[config.mk]
export PLATFORM = sky130hd
export DESIGN_NAME = integrator_with_trigger_reset
export DESIGN_NICKNAME = d
export VERILOG_FILES = /design/src/hdl/itr_pkg.sv /design/src/hdl/integrator_with_trigger_reset.sv /design/src/hdl/itr_apb_regs.sv
export VERILOG_INCLUDE_DIRS = /design/src /design/src/hdl
export SDC_FILE = /design/constraint.sdc
export NUM_CORES = 2
export LEC_CHECK = 0
export BUFFER_PORTS_ARGS = -buffer_cell sky130_fd_sc_hd__buf_2
export CAP_MARGIN = 20
export CORE_MARGIN = 3
export CORE_UTILIZATION = 60
export CTS_BUF_LIST = sky130_fd_sc_hd__clkbuf_8
export DETAILED_ROUTE_END_ITERATION = 6
export GPL_TIMING_DRIVEN = 0
export PLACE_DENSITY = 0.78
export SLEW_MARGIN = 20
export SYNTH_ARGS = -nofsm -noshare
export SYNTH_HDL_FRONTEND = slang
export SYNTH_SLANG_ARGS = --single-unit
[constraint.sdc]
create_clock -name clk -period 25.4 [get_ports clk]
set_clock_uncertainty 0.15 [all_clocks]
set_input_delay 3.81 -clock clk [delete_from_list [all_inputs] [get_ports clk]]
set_output_delay 3.81 -clock clk [all_outputs]
set_load 0.1 [all_outputs]
[src/hdl/integrator_with_trigger_reset_assert.svh]
// Assertion macros for the integrator block.
// IMP: same-cycle implication, NXT: next-cycle implication.
// Both are disabled while the asynchronous reset is low.
`ifndef INTEGRATOR_WITH_TRIGGER_RESET_ASSERT_SVH
`define INTEGRATOR_WITH_TRIGGER_RESET_ASSERT_SVH

`define ITR_ASSERT_IMP(label, clk, rst_n, ante, cons) \
	label: assert property (@(posedge clk) disable iff (!rst_n) (ante) |-> (cons)) \
		else $error("itr: same-cycle check failed");

`define ITR_ASSERT_NXT(label, clk, rst_n, ante, cons) \
	label: assert property (@(posedge clk) disable iff (!rst_n) (ante) |=> (cons)) \
		else $error("itr: next-cycle check failed");

`endif

[src/hdl/itr_pkg.sv]
package itr_pkg;

	// command codes (tuser of the input stream)
	localparam logic [1:0] CMD_STEP = 2'd0;
	localparam logic [1:0] CMD_HOLD = 2'd1;
	localparam logic [1:0] CMD_INIT = 2'd2;

	// trigger reset modes
	localparam logic [1:0] RM_LEVEL = 2'd0;
	localparam logic [1:0] RM_RISE  = 2'd1;
	localparam logic [1:0] RM_FALL  = 2'd2;

	// register indexes (byte address = 4 * index)
	localparam logic [2:0] REG_RESET_MODE  = 3'd0;
	localparam logic [2:0] REG_RESET_VALUE = 3'd1;
	localparam logic [2:0] REG_GAIN_STEP   = 3'd2;
	localparam logic [2:0] REG_LOWER_LIMIT = 3'd3;
	localparam logic [2:0] REG_UPPER_LIMIT = 3'd4;
	localparam logic [2:0] REG_ANTIWINDUP  = 3'd5;
	localparam logic [2:0] REG_TRIG_THRESH = 3'd6;
	localparam logic [2:0] REG_TRIG_HYST   = 3'd7;

	localparam int APB_AW    = 5;
	localparam int APB_DW    = 32;
	localparam int GAIN_W    = 24;
	localparam int GAIN_FRAC = 20;
	localparam int LIMIT_W   = 32;
	localparam int OUT_W     = 32;
	localparam int THR_W     = 16;

	localparam logic signed [GAIN_W-1:0]  GAIN_STEP_RST   = 24'sh10_0000;
	localparam logic signed [LIMIT_W-1:0] LOWER_LIMIT_RST = 32'sh8000_0000;
	localparam logic signed [LIMIT_W-1:0] UPPER_LIMIT_RST = 32'sh7FFF_FFFF;

	typedef struct packed {
		logic [1:0]                reset_mode;
		logic signed [LIMIT_W-1:0] reset_value;
		logic signed [GAIN_W-1:0]  gain_step;
		logic signed [LIMIT_W-1:0] lower_limit;
		logic signed [LIMIT_W-1:0] upper_limit;
		logic                      antiwindup_on;
		logic signed [THR_W-1:0]   trigger_threshold;
		logic [THR_W-1:0]          trigger_hysteresis;
	} cfg_t;

endpackage

[src/hdl/integrator_with_trigger_reset.sv]
// Channel | Dir | Signals                          | Contents
// s_*     | in  | s_tvalid s_tready s_tdata s_tuser | samples + command
// m_*     | out | m_tvalid m_tready m_tdata m_tuser | integral + trigger flags
// apb     | in  | psel penable pwrite paddr pwdata  | configuration registers
//
// One transaction per clock sustained on both streams while m_tready stays high.
// Two stages: input register (multiply, trigger compares), then the state
// update and result register; an accepted sample passes through both in turn.
// The result register parts the two sides: the next input is taken while a
// result waits, and s_tready only drops when both stages are full.
// arst_n clears the integral, trigger state and valids, and sets the registers to their defaults.
module integrator_with_trigger_reset import itr_pkg::*; #(
	parameter int SAMPLE_WIDTH = 16,
	parameter int ACC_WIDTH    = 32
) (
	input  logic              clk,
	input  logic              arst_n,
	// input stream
	input  logic              s_tvalid,
	output logic              s_tready,
	// [SAMPLE_WIDTH-1:0] signal_sample, [2*SAMPLE_WIDTH-1:SAMPLE_WIDTH] trigger_sample
	input  logic [((2*SAMPLE_WIDTH+7)/8)*8-1:0] s_tdata,
	// [1:0] command
	input  logic [1:0]        s_tuser,
	// output stream
	output logic              m_tvalid,
	input  logic              m_tready,
	// [31:0] integral_out
	output logic [OUT_W-1:0]  m_tdata,
	// [0] trigger_level, [1] reset_taken
	output logic [1:0]        m_tuser,
	// configuration
	input  logic              psel,
	input  logic              penable,
	input  logic              pwrite,
	input  logic [APB_AW-1:0] paddr,
	input  logic [APB_DW-1:0] pwdata,
	output logic [APB_DW-1:0] prdata,
	output logic              pready
);

`include "integrator_with_trigger_reset_assert.svh"

	localparam int PROD_W = SAMPLE_WIDTH + GAIN_W;
	localparam int INC_W  = PROD_W - GAIN_FRAC;
	// the integral can hold an unclamped reset_value, so keep at least 32 bits
	localparam int INT_W  = (ACC_WIDTH > LIMIT_W) ? ACC_WIDTH : LIMIT_W;
	localparam int SUM_W  = ((INT_W > INC_W) ? INT_W : INC_W) + 2;
	localparam int TRIG_W = ((SAMPLE_WIDTH > THR_W) ? SAMPLE_WIDTH : THR_W) + 3;

	// accumulator saturation bounds, extended to the sum width
	localparam logic signed [SUM_W-1:0] ACC_MAX =
		{{(SUM_W-ACC_WIDTH+1){1'b0}}, {(ACC_WIDTH-1){1'b1}}};
	localparam logic signed [SUM_W-1:0] ACC_MIN = ~ACC_MAX;

	cfg_t cfg;

	itr_apb_regs u_regs (
		.clk     (clk),
		.arst_n  (arst_n),
		.psel    (psel),
		.penable (penable),
		.pwrite  (pwrite),
		.paddr   (paddr),
		.pwdata  (pwdata),
		.prdata  (prdata),
		.pready  (pready),
		.cfg     (cfg)
	);

	// ---------------- stage 1: input register ----------------
	logic signed [SAMPLE_WIDTH-1:0] sig_in, trig_in;
	logic signed [PROD_W-1:0]       prod_c;
	logic signed [TRIG_W-1:0]       raw2_c, ctr2_c, hyst_c;
	logic                           rise_c, stay_c;

	logic                     valid_s1;
	logic [1:0]               cmd_s1;
	logic signed [PROD_W-1:0] prod_s1;
	logic                     rise_s1, stay_s1;
	logic                     advance;

	assign sig_in  = signed'(s_tdata[SAMPLE_WIDTH-1:0]);
	assign trig_in = signed'(s_tdata[2*SAMPLE_WIDTH-1:SAMPLE_WIDTH]);

	// product only depends on the sample and gain, so it is taken ahead of the state
	assign prod_c = PROD_W'(sig_in) * PROD_W'(cfg.gain_step);

	// Schmitt compares in doubled units, no rounding of hysteresis/2
	assign raw2_c = TRIG_W'(trig_in) <<< 1;
	assign ctr2_c = TRIG_W'(cfg.trigger_threshold) <<< 1;
	assign hyst_c = signed'(TRIG_W'(cfg.trigger_hysteresis));
	assign rise_c = raw2_c >= (ctr2_c + hyst_c);
	assign stay_c = raw2_c >  (ctr2_c - hyst_c);

	assign advance  = valid_s1 && (!m_tvalid || m_tready);
	assign s_tready = !valid_s1 || advance;

	always_ff @(posedge clk or negedge arst_n) begin
		if (!arst_n) begin
			valid_s1 <= 1'b0;
		end else if (s_tready) begin
			valid_s1 <= s_tvalid;
		end
	end

	always_ff @(posedge clk) begin
		if (s_tvalid && s_tready) begin
			cmd_s1  <= s_tuser;
			prod_s1 <= prod_c;
			rise_s1 <= rise_c;
			stay_s1 <= stay_c;
		end
	end

	// ---------------- stage 2: state update ----------------
	logic signed [INT_W-1:0] integral_q;
	logic                    trig_state_q;

	logic                    is_step, is_init;
	logic                    high_c, fire_c, edge_hit;
	logic                    prod_pos, prod_neg, aw_block;
	logic signed [INC_W-1:0] inc_c;
	logic signed [SUM_W-1:0] int_x, lo_x, hi_x, inc_x, sum_c, sat_c, clamp_c;
	logic signed [INT_W-1:0] next_int;

	assign is_step = (cmd_s1 == CMD_STEP);
	assign is_init = (cmd_s1 == CMD_INIT);

	// initialize evaluates the trigger as if it had been low
	assign high_c = (trig_state_q && !is_init) ? stay_s1 : rise_s1;

	always_comb begin
		case (cfg.reset_mode)
			RM_LEVEL: edge_hit = high_c;
			RM_RISE:  edge_hit = !trig_state_q && high_c;
			RM_FALL:  edge_hit = trig_state_q && !high_c;
			default:  edge_hit = 1'b0;
		endcase
	end
	assign fire_c = is_step && edge_hit;

	// arithmetic shift right by the fraction bits == upper slice of the product
	assign inc_c    = signed'(prod_s1[PROD_W-1:GAIN_FRAC]);
	assign prod_neg = prod_s1[PROD_W-1];
	assign prod_pos = !prod_neg && (|prod_s1);

	assign int_x = SUM_W'(integral_q);
	assign lo_x  = SUM_W'(cfg.lower_limit);
	assign hi_x  = SUM_W'(cfg.upper_limit);

	// anti-windup: no push further past a limit already reached
	assign aw_block = cfg.antiwindup_on &&
		(((int_x >= hi_x) && prod_pos) || ((int_x <= lo_x) && prod_neg));
	assign inc_x = aw_block ? '0 : SUM_W'(inc_c);
	assign sum_c = int_x + inc_x;

	always_comb begin
		if (sum_c > ACC_MAX) begin
			sat_c = ACC_MAX;
		end else if (sum_c < ACC_MIN) begin
			sat_c = ACC_MIN;
		end else begin
			sat_c = sum_c;
		end
		// when the limits cross, a value below the lower limit takes it, any other the upper
		if (sat_c < lo_x) begin
			clamp_c = lo_x;
		end else if (sat_c > hi_x) begin
			clamp_c = hi_x;
		end else begin
			clamp_c = sat_c;
		end
	end

	always_comb begin
		if (is_init || fire_c) begin
			next_int = INT_W'(cfg.reset_value);
		end else if (is_step) begin
			next_int = INT_W'(clamp_c);
		end else begin
			next_int = integral_q;   // hold and unused command
		end
	end

	always_ff @(posedge clk or negedge arst_n) begin
		if (!arst_n) begin
			integral_q   <= '0;
			trig_state_q <= 1'b0;
		end else if (advance) begin
			integral_q   <= next_int;
			trig_state_q <= high_c;
		end
	end

	// ---------------- result register ----------------
	logic                   valid_s2;
	logic [OUT_W-1:0]       integral_s2;
	logic                   level_s2, took_s2;

	always_ff @(posedge clk or negedge arst_n) begin
		if (!arst_n) begin
			valid_s2 <= 1'b0;
		end else if (advance) begin
			valid_s2 <= 1'b1;
		end else if (m_tready) begin
			valid_s2 <= 1'b0;
		end
	end

	always_ff @(posedge clk) begin
		if (advance) begin
			integral_s2 <= next_int[OUT_W-1:0];
			level_s2    <= high_c;
			took_s2     <= fire_c;
		end
	end

	assign m_tvalid = valid_s2;
	assign m_tdata  = integral_s2;
	assign m_tuser  = {took_s2, level_s2};

	// ---------------- assertions ----------------
	`ITR_ASSERT_IMP(a_full_pipe_stalls, clk, arst_n, valid_s1 && m_tvalid && !m_tready, !s_tready)
	`ITR_ASSERT_NXT(a_advance_shows, clk, arst_n, advance, m_tvalid)
	`ITR_ASSERT_NXT(a_fire_loads, clk, arst_n, advance && fire_c, integral_q == INT_W'($past(cfg.reset_value)))
	`ITR_ASSERT_NXT(a_step_in_limits, clk, arst_n, advance && is_step && !fire_c && (lo_x <= hi_x), (SUM_W'(integral_q) >= $past(lo_x)) && (SUM_W'(integral_q) <= $past(hi_x)))

endmodule

[src/hdl/itr_apb_regs.sv]
module itr_apb_regs import itr_pkg::*; (
	input  logic              clk,
	input  logic              arst_n,
	input  logic              psel,
	input  logic              penable,
	input  logic              pwrite,
	input  logic [APB_AW-1:0] paddr,
	input  logic [APB_DW-1:0] pwdata,
	output logic [APB_DW-1:0] prdata,
	output logic              pready,
	output cfg_t              cfg
);

	logic [1:0]                reset_mode_q;
	logic signed [LIMIT_W-1:0] reset_value_q;
	logic signed [GAIN_W-1:0]  gain_step_q;
	logic signed [LIMIT_W-1:0] lower_limit_q;
	logic signed [LIMIT_W-1:0] upper_limit_q;
	logic                      antiwindup_q;
	logic signed [THR_W-1:0]   trig_thresh_q;
	logic [THR_W-1:0]          trig_hyst_q;
	logic [2:0]                reg_idx;
	logic                      wr_en;

	assign pready  = 1'b1;
	assign reg_idx = paddr[APB_AW-1:2];
	assign wr_en   = psel && penable && pwrite && pready;

	always_ff @(posedge clk or negedge arst_n) begin
		if (!arst_n) begin
			reset_mode_q  <= RM_LEVEL;
			reset_value_q <= '0;
			gain_step_q   <= GAIN_STEP_RST;
			lower_limit_q <= LOWER_LIMIT_RST;
			upper_limit_q <= UPPER_LIMIT_RST;
			antiwindup_q  <= 1'b0;
			trig_thresh_q <= '0;
			trig_hyst_q   <= '0;
		end else if (wr_en) begin
			unique case (reg_idx)
				REG_RESET_MODE:  reset_mode_q  <= pwdata[1:0];
				REG_RESET_VALUE: reset_value_q <= signed'(pwdata[LIMIT_W-1:0]);
				REG_GAIN_STEP:   gain_step_q   <= signed'(pwdata[GAIN_W-1:0]);
				REG_LOWER_LIMIT: lower_limit_q <= signed'(pwdata[LIMIT_W-1:0]);
				REG_UPPER_LIMIT: upper_limit_q <= signed'(pwdata[LIMIT_W-1:0]);
				REG_ANTIWINDUP:  antiwindup_q  <= pwdata[0];
				REG_TRIG_THRESH: trig_thresh_q <= signed'(pwdata[THR_W-1:0]);
				REG_TRIG_HYST:   trig_hyst_q   <= pwdata[THR_W-1:0];
				default: ;
			endcase
		end
	end

	// signed registers read back sign-extended
	always_comb begin
		unique case (reg_idx)
			REG_RESET_MODE:  prdata = APB_DW'(reset_mode_q);
			REG_RESET_VALUE: prdata = APB_DW'(reset_value_q);
			REG_GAIN_STEP:   prdata = APB_DW'(gain_step_q);
			REG_LOWER_LIMIT: prdata = APB_DW'(lower_limit_q);
			REG_UPPER_LIMIT: prdata = APB_DW'(upper_limit_q);
			REG_ANTIWINDUP:  prdata = APB_DW'(antiwindup_q);
			REG_TRIG_THRESH: prdata = APB_DW'(trig_thresh_q);
			REG_TRIG_HYST:   prdata = APB_DW'(trig_hyst_q);
			default:         prdata = '0;
		endcase
	end

	assign cfg.reset_mode         = reset_mode_q;
	assign cfg.reset_value        = reset_value_q;
	assign cfg.gain_step          = gain_step_q;
	assign cfg.lower_limit        = lower_limit_q;
	assign cfg.upper_limit        = upper_limit_q;
	assign cfg.antiwindup_on      = antiwindup_q;
	assign cfg.trigger_threshold  = trig_thresh_q;
	assign cfg.trigger_hysteresis = trig_hyst_q;

endmodule
[Yosys cells after proc, flatten, opt, wreduce, memory -nomap -nowiden]
Cells that the tools add are included.
Operators by class
  $add $sub $neg: 3
  multiplexer cells: 12
  $mul: 1
  reduce and logical (&&, ||, !) cells: 35
  equality and inequality tests: 10
  magnitude comparators: 8
Operators by type and width (number)
  $pmux 32 s8: 1
  $mux 32: 4
  $mux 34: 3
  $mul 16x24->40: 1
  $reduce_or 40->1: 1
  $add 32x34->34: 1
  $gt 34x32->1: 1
  $gt 34x32->1 const B: 1
  $lt 34x32->1: 1
  $lt 34x32->1 const B: 1
  $ge 32x32->1: 1
  $le 32x32->1: 1
  $add 17x17->18: 1
  $ge 17x18->1: 1
  $gt 17x18->1: 1
  $sub 17x17->18: 1
  $reduce_and 2->1: 8
  $eq 3x3->1 const B: 4
  $logic_and 1x1->1: 12
  $eq 3x2->1 const B: 2
  $logic_not 1->1: 6
  $eq 2x2->1 const B: 2
  $logic_not 2->1: 2
  $logic_or 1x1->1: 4
  6 further kinds: 8
Storage, ports and cells
  input port bits: 78
  word-level logic and storage cells: 88
  output and inout bits: 69
  flip-flop bits (word level): 268

[Longest topological paths before layout]
  word-level depth: 15
  mapped depth: 42
  depth with buffers taken out: 37

[Cells and area by module]
Synthesis repeated with hierarchy kept, for this count alone.
Unflattened totals
  cells, all modules: 3641
  area, all modules: 34174.0 um^2
Modules (own cells, without submodules)
  integrator_with_trigger_reset: area each 26934.6 um^2, instances 1, cells each 3131, seq. area each 3218.1 um^2
  itr_apb_regs: area each 7239.4 um^2, instances 1, cells each 510, seq. area each 3920.0 um^2

[Worst setup path after synthesis]
No wires, ideal clock.
  kind: input -> output
  start: in paddr[2]
  end: out prdata[0]
  buffers on the path: 2
  arrival: 6949 ps
  stages: 7
  path slack: 14491 ps
  path through: clkbuf_1 -> nor2b_1 -> clkbuf_1 -> a22oi_1 -> nor2b_1 -> o32ai_1 -> o21ai_0
On the way
  word-level cells in the longest chain between the ends: 2
  elaborated cells between the ends (all ways): 9
Ends and longest elaborated chain
  start: declaration: RTL line integrator_with_trigger_reset.sv:36  | input logic [APB_AW-1:0] paddr,
  $eq 3x3->1 (tied with other cells): RTL line itr_apb_regs.sv:56  | unique case (reg_idx)
  $pmux 32 s8 (*): RTL line itr_apb_regs.sv:56
  end: declaration: RTL line integrator_with_trigger_reset.sv:38  | output logic [APB_DW-1:0] prdata,
Mark *: on every way between the ends. The rest lies on a longest branch, timed or not.

[Final worst setup path]
  start: reg u_regs.lower_limit_q[31]
  end: reg integral_s2[12], in the netlist m_tdata[12] (data pin)
On the way
  word-level cells in the longest chain between the ends: 14
  elaborated cells between the ends (all ways): 16
Ends and longest elaborated chain
  start: declaration: RTL line itr_apb_regs.sv:17  | logic signed [LIMIT_W-1:0] lower_limit_q;
  start signal: assignment: RTL line itr_apb_regs.sv:44  | REG_LOWER_LIMIT: lower_limit_q <= signed'(pwdata[LIMIT_W-1:0]);
  $le 32x32->1: RTL line integrator_with_trigger_reset.sv:154  | (((int_x >= hi_x) && prod_pos) || ((int_x <= lo_x) && prod_neg));
  $logic_and 1x1->1: RTL line integrator_with_trigger_reset.sv:154
  $logic_or 1x1->1: RTL line integrator_with_trigger_reset.sv:154
  $logic_and 1x1->1: RTL line integrator_with_trigger_reset.sv:153  | assign aw_block = cfg.antiwindup_on &&
  $mux 34: RTL line integrator_with_trigger_reset.sv:155  | assign inc_x = aw_block ? '0 : SUM_W'(inc_c);
  $add 32x34->34: RTL line integrator_with_trigger_reset.sv:156  | assign sum_c = int_x + inc_x;
  $lt 34x32->1: RTL line integrator_with_trigger_reset.sv:161  | end else if (sum_c < ACC_MIN) begin
  $mux 34: RTL line integrator_with_trigger_reset.sv:161
  $mux 34: RTL line integrator_with_trigger_reset.sv:159  | if (sum_c > ACC_MAX) begin
  $gt 34x32->1: RTL line integrator_with_trigger_reset.sv:169  | end else if (sat_c > hi_x) begin
  $mux 32: RTL line integrator_with_trigger_reset.sv:169
  $mux 32 (*): RTL line integrator_with_trigger_reset.sv:167  | if (sat_c < lo_x) begin
  $mux 32 (*): RTL line integrator_with_trigger_reset.sv:179  | end else if (is_step) begin
  $mux 32 (*): RTL line integrator_with_trigger_reset.sv:177  | if (is_init || fire_c) begin
  via next_int[12]: RTL line integrator_with_trigger_reset.sv:125  | logic signed [INT_W-1:0] next_int;
  end signal: assignment: RTL line integrator_with_trigger_reset.sv:213  | integral_s2 <= next_int[OUT_W-1:0];
  end: declaration: RTL line integrator_with_trigger_reset.sv:198  | logic [OUT_W-1:0] integral_s2;
Mark *: on every way through the listed nets, which the timed path passes. The rest lies on a longest branch.
A chain may end at the register's enable or synchronous reset.

==> reports/summary.md <==
The synthesized area came out at 0.0336 mm^2. Final instance area: 0.0363 mm^2. Post-CTS repair changed the size of 0 cells.

The slew of the pin with the lowest slew margin came out at 1.10 ns. Counting every sink on the clock net gives 268. In this run the clock root is driven by a clkbuf_8. The run gives 26.2% as the max-slew headroom at the worst pin. During placement, the flow inserted port buffers numbering 142. In the global route stage, overall resource usage came out at 37.3%.

For this run the aggregate overflow at the end of global routing stands at 0. The cell accounting for the most synthesized area was fa_1. Count of unresolved DRC violations after routing: 0. The share of the Yosys chip area taken by registers is 21.2%. Number of buffers created by CTS: 44. The number of buffers and inverters on the critical path is 8. Once the clock tree was built, the setup fixing pass inserted 0 buffers.

After layout, the minimum clock period comes to 13.18 ns. TritonCTS built the clock tree. The area added between synthesis and finish is 8.00%, and the area of the die is 0.0589 mm^2.

The starting density of the core was 60.9%. Most common cell after layout, fill and taps aside: inv_1. In the synthesized netlist the dominant register cell turns out to be dfrtp_1. Critical path's slowest cell: a2111oi_0.

The x dimension of the die was 243 um; the detailed router's first-iteration violation count was 3,091. For the multi-input gate area in the final layout, the log shows 0.0238 mm^2. The tools report the final number of hold-violating endpoints as 0. The first TritonRoute pass finished after 7 iterations.

The sequential cells in the finished layout cover a total of 0.00714 mm^2. After synthesis, the netlist uses 81 different library cells. Hold is met by 0.358 ns. Setup repair after global routing left no endpoint under its margin.

By area the synthesized netlist is led by fa_1 22%, ha_1 12%, dfrtp_1 12%. For the synthesized net count, the log shows 4,500. In this run the critical register-to-register path is launched from u_regs.lower_limit_q[31]. The count of endpoints failing setup in the final report is 0, and the number of antenna violations at the first check in global routing is 6.

Detailed placement finished with a half-perimeter wire length of 89,900 um. Type of the setup path with the least slack: reg2reg. The tools report the endpoint required time on the critical path as 25.61 ns. In this run, post-CTS hold repair placed 0 buffers. The clock passes through at most 3 buffers. After synthesis, the share of flip-flops with an asynchronous set or reset is 70.9%.

The register bit total from synthesis works out to 268. The largest single stage delay on the critical path is 0.77 ns. STA classifies the critical path startpoint as a register. The run gives 0 as the number of nets with antenna violations after detailed routing. In this run the most critical hold path is launched from valid_s1. The pin count of the biggest net entering global routing came out at 72. The run finished with clean final reports. The number of max-slew violations in the final report is 0, and the count of standard-cell rows is 86. The first-pass GRT wire length is 169,000 um, and the number of H-tree levels is 2.

STA classifies the critical path endpoint as a register. Max-cap violations in this run came to 0. Fmax: 75.9 MHz. The logs give 29,181 for the total vias in the final route and 4,695 for the number of nets in the final layout. The tools report the placer congestion estimate as 1.01. The Yosys step of the flow raised 0 warnings. In this run the biggest area consumer among cell types represents 22.5% of the synthesized area. Kind of cell with the highest combined delay on the critical path: compound AO/OA/AOI/OAI gates. Pin placement for this block handled 147 I/O pins. The share of cells above drive strength 1 was 9.21%; the number of flops mapped to enable cells by yosys was 78.

Dividing the final minimum period by the clock period gives 51.9%. Setup total negative slack on the finished layout was measured at 0 ns. In the final routed layout, each cell accounts on average for 23.4 um.

The critical path starts at u_regs.lower_limit_q[31]. For the worst setup path, the data arrival time is 13.39 ns. The die span in y works out to 243 um.

Clock-pin slew was measured on the worst setup and hold paths at 0.07 ns. In this run the worst path has a maximum fanout of 10. In this run the worst hold path is classified as reg2reg. Number of global-route vias before repair: 29,012.

Counting stages on the worst path, the most repeated cell is clkbuf_1. The cell count after synthesis came out at 3,720. For the area after detailed placement, the log shows 0.0354 mm^2. The routed wire length was 110,000 um; the number of vias per cell after detailed routing was 6.20. The core region is 0.0552 mm^2.

The logs give 4,648 for the filler cell count in the final layout and 0.62 ns for the insertion delay to the later sink of the worst-skew pair. In this run the mean area of a mapped cell was 9.03 um^2. The top cell types in the final layout, fill and taps aside, are 526 x inv_1, 462 x nand2_1, 377 x fa_1.
-- path summary, 6_finish.rpt --
path                       cells after the start                        to  slack [ns]
setup reg to reg                              42               m_tdata[12]       12.22
max in group asynchronous                      3  u_regs.upper_limit_q[18]       20.98
hold reg to reg                                1                  m_tvalid        0.36
min in group asynchronous                      1     u_regs.trig_hyst_q[3]        2.96
setup / recovery                              42               m_tdata[12]       12.22
hold / removal                                 1                  m_tvalid        0.36
-- metrics by stage --
stage          std cells  worst slack (ns)  utilization (%)
4_1_cts             4699             12.73             65.7
5_1_grt             4700             11.88             65.7
3_5_place_dp        4617             12.79             64.1
6_report            4704             12.22             65.7
3_3_place_gp        4610             12.66             63.8
2_1_floorplan       3720             14.49                -
-- cell usage after synthesis (25+ instances only) --
library cell,instances
nand2_1,462
a21o_1,70
o21ai_0,194
nand4_1,41
a211oi_1,32
nor3_1,29
nor2_1,158
ha_1,325
fa_1,377
xnor2_1,61
and2_1,141
nand2b_1,66
nor4_1,36
mux2_2,86
or3_1,32
edfxtp_1,78
a21oi_1,175
o31ai_1,38
dfrtp_1,157
dfstp_2,33
nor3b_1,25
mux2i_1,26
clkbuf_1,165
inv_1,515
nand3_1,29
a31oi_1,58
-- state kept, by name, summed over array words and instances, names as in the netlist --
name / flops
prod_s1: 40
integral_q: 32
m_tdata: 32
u_regs.lower_limit_q: 32
u_regs.reset_value_q: 32
u_regs.upper_limit_q: 32
u_regs.gain_step_q: 24
u_regs.trig_hyst_q: 16
u_regs.trig_thresh_q: 16
cmd_s1: 2
u_regs.reset_mode_q: 2
level_s2: 1
m_tvalid: 1
rise_s1: 1
stay_s1: 1
took_s2: 1
trig_state_q: 1
u_regs.antiwindup_q: 1
valid_s1: 1
-- routing by layer --
layer	vias to the layer above	share of wire [%]	global-route usage, %	wire length [um]
li1	12981	-	-	-
met1	14166	40	49.6	43500
met2	1700	45	58.6	48900
met3	328	10	8.36	11500
met4	6	5.4	17.1	5930
met5	-	0.037	0	41
-- final cells by class --
| class | instances | area share (%) |
|---|---|---|
| Clock buffer | 44 | 1.67 |
| Tap cell | 748 | 2.58 |
| Buffer | 187 | 2.02 |
| Multi-Input combinational cell | 2750 | 65.6 |
| Inverter | 515 | 5.33 |
| Clock inverter | 38 | 0.703 |
| Timing Repair Buffer | 149 | 2.35 |
| Sequential cell | 268 | 19.7 |
| Antenna cell | 5 | 0.0345 |
-- logic make-up after synthesis --
group | after synthesis | synth area share, %
compound gates | 775 | 14.8
xor+xnor | 84 | 2.19
fa+ha+maj | 702 | 34.6
buf+inv | 702 | 7.93
flops | 268 | 21.2
mux | 114 | 3.79
other cells | 1 | 0.0112
simple gates | 1074 | 15.4
Power is not shown: default switching activity piles up to over one toggle a cycle in this logic, so the estimate is an artifact.
